## src/hw/rtl/ecpi_pkg.sv

```systemverilog
package ecpi_pkg;

    localparam int COLOR_W   = 24;
    localparam int OUT_IDX_W = 8;
    localparam int OUT_CNT_W = 9;

    // Control flags that travel with a pixel down the cell chain
    typedef struct packed {
        logic valid;   // stage holds a pixel
        logic last;    // final pixel of the image
        logic found;   // color already placed (hit or claim upstream)
        logic added;   // this pixel claimed a free cell
    } ctl_t;

endpackage

```

## src/hw/rtl/ecpi_cell.sv

```systemverilog
module ecpi_cell #(
    parameter int CELL_IDX = 0,
    parameter int IDX_W    = 8,
    parameter int CNT_W    = 9
) (
    input  logic                        clk,
    input  logic                        rst_n,
    input  logic                        en,
    input  ecpi_pkg::ctl_t              in_ctl,
    input  logic [ecpi_pkg::COLOR_W-1:0] in_color,
    input  logic [IDX_W-1:0]            in_idx,
    input  logic [CNT_W-1:0]            in_cnt,
    output ecpi_pkg::ctl_t              out_ctl,
    output logic [ecpi_pkg::COLOR_W-1:0] out_color,
    output logic [IDX_W-1:0]            out_idx,
    output logic [CNT_W-1:0]            out_cnt
);
    import ecpi_pkg::*;

    // palette entry held by this cell; used_reg is this cell's bit of the fill count
    logic [COLOR_W-1:0] entry_reg;
    logic               used_reg;
    logic               used_next;

    ctl_t               ctl_reg;
    ctl_t               ctl_next;
    logic [COLOR_W-1:0] color_reg;
    logic [IDX_W-1:0]   idx_reg;
    logic [IDX_W-1:0]   idx_next;
    logic [CNT_W-1:0]   cnt_reg;
    logic [CNT_W-1:0]   cnt_next;

    logic searching;
    logic hit;
    logic claim;

    always_comb
    begin
        searching = in_ctl.valid && !in_ctl.found;
        hit       = searching && used_reg && (entry_reg == in_color);
        claim     = searching && !used_reg;

        ctl_next       = in_ctl;
        ctl_next.found = in_ctl.found | hit | claim;
        ctl_next.added = in_ctl.added | claim;
        idx_next       = (hit || claim) ? IDX_W'(CELL_IDX) : in_idx;
        cnt_next       = in_cnt + CNT_W'(used_reg | claim);

        used_next = used_reg;
        if (in_ctl.valid && in_ctl.last)
        begin
            used_next = 1'b0;     // image ends: entry frees after the last pixel passes
        end
        else if (claim)
        begin
            used_next = 1'b1;
        end
    end

    always_ff @(posedge clk or negedge rst_n)
    begin
        if (!rst_n)
        begin
            used_reg <= 1'b0;
            ctl_reg  <= '0;
        end
        else if (en)
        begin
            used_reg <= used_next;
            ctl_reg  <= ctl_next;
        end
    end

    always_ff @(posedge clk)
    begin
        if (en)
        begin
            if (claim)
            begin
                entry_reg <= in_color;
            end
            color_reg <= in_color;
            idx_reg   <= idx_next;
            cnt_reg   <= cnt_next;
        end
    end

    assign out_ctl   = ctl_reg;
    assign out_color = color_reg;
    assign out_idx   = idx_reg;
    assign out_cnt   = cnt_reg;

endmodule

```

## config.mk

```make
export PLATFORM = sky130hd
export DESIGN_NAME = ecpi_cell
export DESIGN_NICKNAME = d
export VERILOG_FILES = /design/src/hw/rtl/ecpi_pkg.sv /design/src/hw/rtl/ecpi_cell.sv
export SDC_FILE = /design/constraint.sdc
export NUM_CORES = 1
export LEC_CHECK = 0
export BUFFER_PORTS_ARGS = -buffer_cell sky130_fd_sc_hd__buf_2
export CELL_PAD_IN_SITES_DETAIL_PLACEMENT = 1
export CELL_PAD_IN_SITES_GLOBAL_PLACEMENT = 2
export CORE_MARGIN = 1
export CORE_UTILIZATION = 36
export DETAILED_ROUTE_END_ITERATION = 6
export GPL_TIMING_DRIVEN = 0
export PLACE_DENSITY = 0.87
export SYNTH_ARGS = -nofsm -noshare
export SYNTH_HDL_FRONTEND = slang
export SYNTH_SLANG_ARGS = --single-unit
```

## constraint.sdc

```tcl
create_clock -name clk -period 4 [get_ports clk]
set_input_delay 0.4 -clock clk [delete_from_list [all_inputs] [get_ports clk]]
set_output_delay 0.4 -clock clk [all_outputs]
set_load 0.01 [all_outputs]
```

==> run summary <==
Run status - finished, final reports clean
Fill cell count - 688
Yosys Warn Count - 0
Global-route wire length before repair - 8.08 mm
Crit path max-delay cell type - sky130_fd_sc_hd__buf_2
DR vias/cell - 4.54
Routed length per instance - 15.1 um
Number of cells produced by synthesis - 145
Period minus WS final - 2.31 ns
First DRT Iteration DRCs - 47
Average cell area after synthesis - 18.2 sq um
Number of synthesized flops with an enable pin - 65
Post-synth net total - 195
Kind of path behind the tightest hold check - in2reg
Cell area after placement - 3250 sq um
Highest Clock Rate - 433 MHz
Area fraction of the dominant cell type after synthesis - 0.740
Met2 usage in global routing - 0.250
Overall track demand over capacity in global routing - 0.146
Initial DRT Pass Iterations - 4
Worst path bufs/invs - 4
# Post-CTS Setup Buffers - 0
Number of levels the H-tree was split into - 3
IR Drop Worst-Case VDD - 0.000231 V
Initial antenna violation count - 0
Clock sink count - 70
Total setup violations reported at the end of the flow - 0
PwrDens - 482 nW/um^2
Yosys top cell by area - sky130_fd_sc_hd__edfxtp_1
Start of the worst register-to-register path - used_reg
Post-route antenna net violation count - 0
Arr. time, crit path - 2.35 ns
Post-synthesis instance area - 2640 sq um
Post-CTS clock slew at the launch and capture registers of the worst setup and hold paths - 0.08 ns
Remaining DRCs - 0
Final slew viol count - 0
Number of flip-flops and latches in the synthesized netlist - 70
Final Net Count - 300
Reported max-cap violation count - 0
Post-route worst hold slack - 0.279 ns
Sum of negative setup slack - 0 ns
Row cnt - 30
Number of standard cells in the layout, taps in and fillers out - 351
Pleak - 1.38 nW
Actual transition at the worst max-transition pin - 0.949 ns
Chip Height - 87.6 um
Most Crowded Layer GR - met2
Half-perimeter wire length of the detailed placement result - 3.85 mm
Instance count after placement with tap cells included - 334
Final period utilization - 0.577
Final Routed Wirelength - 5.29 mm
Synth Flop Type - sky130_fd_sc_hd__edfxtp_1
Async SR Flop Fraction - 0.0714
Family of cells with the greatest summed delay on the critical path - buffers and inverters
Met1 usage - 0.169
Data required time of the worst path - 4.04 ns
Post-synthesis cell type count - 22
Final critical-path setup slack - 1.69 ns
Post-route cell area - 3500 sq um
Worst setup path start - en
Setup crit start kind - input port
Pre-CTS WS - 1.31 ns
Category of the critical setup timing path - in2reg
Utilization of the core after routing - 0.503
Number of global-route vias before repair - 1614
Worst path max stage delay - 0.71 ns
Total power of the final layout - 1.69 mW
Final hold violations - 0
Number of I/O pins - 93
Largest net degree at the start of global routing - 43
Dominant cells by area after synthesis - sky130_fd_sc_hd__edfxtp_1 (74%), sky130_fd_sc_hd__xnor2_1 (6.3%), sky130_fd_sc_hd__dfrtp_1 (4.7%), sky130_fd_sc_hd__xor2_1 (4.0%), sky130_fd_sc_hd__and3_1 (2.1%)
Width of the chip - 87.6 um
Buffer cell driving the clock tree root - sky130_fd_sc_hd__clkbuf_8
Global route overflow - 0
Most common library cell in the layout ignoring fill and taps - sky130_fd_sc_hd__buf_2
Worst Min Path Start - in_color[0]
Number of diodes - 0
Kind of end point of the critical path - register
Clock buffer depth - 2
DIE AREA - 7680 sq um
Area Growth Syn to Fin - 32.5%
Critical path cell sequence - buf_2, clkbuf_1, inv_1, nor2_2, buf_16
Sequential-to-total area share from yosys stat - 0.787
Clock insertion delay at the later pin of the skew report - 0.33 ns
Number of buffers created by CTS - 9
Rel. slew slack - 0.368
Standard cell core area - 6940 sq um
Commonest cells after routing, fill and taps aside - sky130_fd_sc_hd__buf_2 (92), sky130_fd_sc_hd__edfxtp_1 (65), sky130_fd_sc_hd__xnor2_1 (19)
Starting utilization of the core area - 0.380
Worst clock skew - 0.00636 ns
Crit-path max FO - 42
Routability-driven placement congestion ratio - 0.677
Port bufs - 92
Global routing usage on met3 - 0.0368
Share of cells above drive strength 1 - 0.447
Via Count - 1594
Clock tree from TritonCTS - built
Unrepaired setup endpoints after global routing - no
## synth_stat cells (3+ instances only)
master and n:
sky130_fd_sc_hd__edfxtp_1 65, sky130_fd_sc_hd__xnor2_1 19, sky130_fd_sc_hd__xor2_1 12, sky130_fd_sc_hd__and3_1 9, sky130_fd_sc_hd__nand4_1 6, sky130_fd_sc_hd__dfrtp_1 5
sky130_fd_sc_hd__a31oi_1 3, sky130_fd_sc_hd__inv_1 3, sky130_fd_sc_hd__nand3_1 3, sky130_fd_sc_hd__nor2_1 3
## area by class of cell
| cell class | instances | area (sq um) | share of cell area |
|---|---|---|---|
| Multi-Input combinational cell | 70 | 546 | 0.156 |
| Clock inverter | 7 | 113 | 0.0322 |
| Sequential cell | 70 | 2080 | 0.594 |
| Buffer | 2 | 7.51 | 0.00215 |
| Clock buffer | 9 | 124 | 0.0354 |
| Tap cell | 96 | 120 | 0.0344 |
| Timing Repair Buffer | 94 | 498 | 0.142 |
| Inverter | 3 | 11.3 | 0.00322 |
## power by group
group / switching, mW / leakage [nW] / internal (mW) / total [mW]
logic: 0.0841 / 0.593 / 0.0680 / 0.152
registers: 0.0134 / 0.678 / 0.852 / 0.866
clock network: 0.257 / 0.111 / 0.410 / 0.667
total: 0.355 / 1.38 / 1.33 / 1.69
## kinds of logic (layout without fill, tap and decap cells)
family	after synthesis	after routing	synth area share
flops	70	70	0.787
xor+xnor	31	31	0.103
simple gates	31	31	0.0716
buf+inv	5	115	0.00711
compound gates	4	4	0.0133
fa+ha+maj	2	2	0.00948
mux	2	2	0.00853
## path summary, 6_finish.rpt
path	end	slack (ns)	depth (start not counted)
max	entry_reg[12]	1.69	5
min	entry_reg[0]	0.28	1
max reg2reg	entry_reg[12]	2.05	4
min reg2reg	out_ctl[2]	0.52	1
max in group asynchronous	used_reg	3.45	2
min in group asynchronous	out_ctl[2]	0.41	2
## what timing repair did
item,CTS,global route
hold buffers,1,0
gates resized for setup,0,0
endpoints found under the hold margin,5,0
## metal layers
layer	wire length [um]	part of all wire
met2	2660	0.50
met1	2170	0.41
met4	119	0.022
met3	341	0.064
met5	0	0
## worst register-to-register path: stages, from the launching register on
cell and delay (ns):
sky130_fd_sc_hd__dfrtp_1 0.41, sky130_fd_sc_hd__or2_2 0.31, sky130_fd_sc_hd__clkbuf_1 0.22, sky130_fd_sc_hd__nor2_2 0.49
sky130_fd_sc_hd__buf_16 0.23
Power figures use the tool's default switching activity.
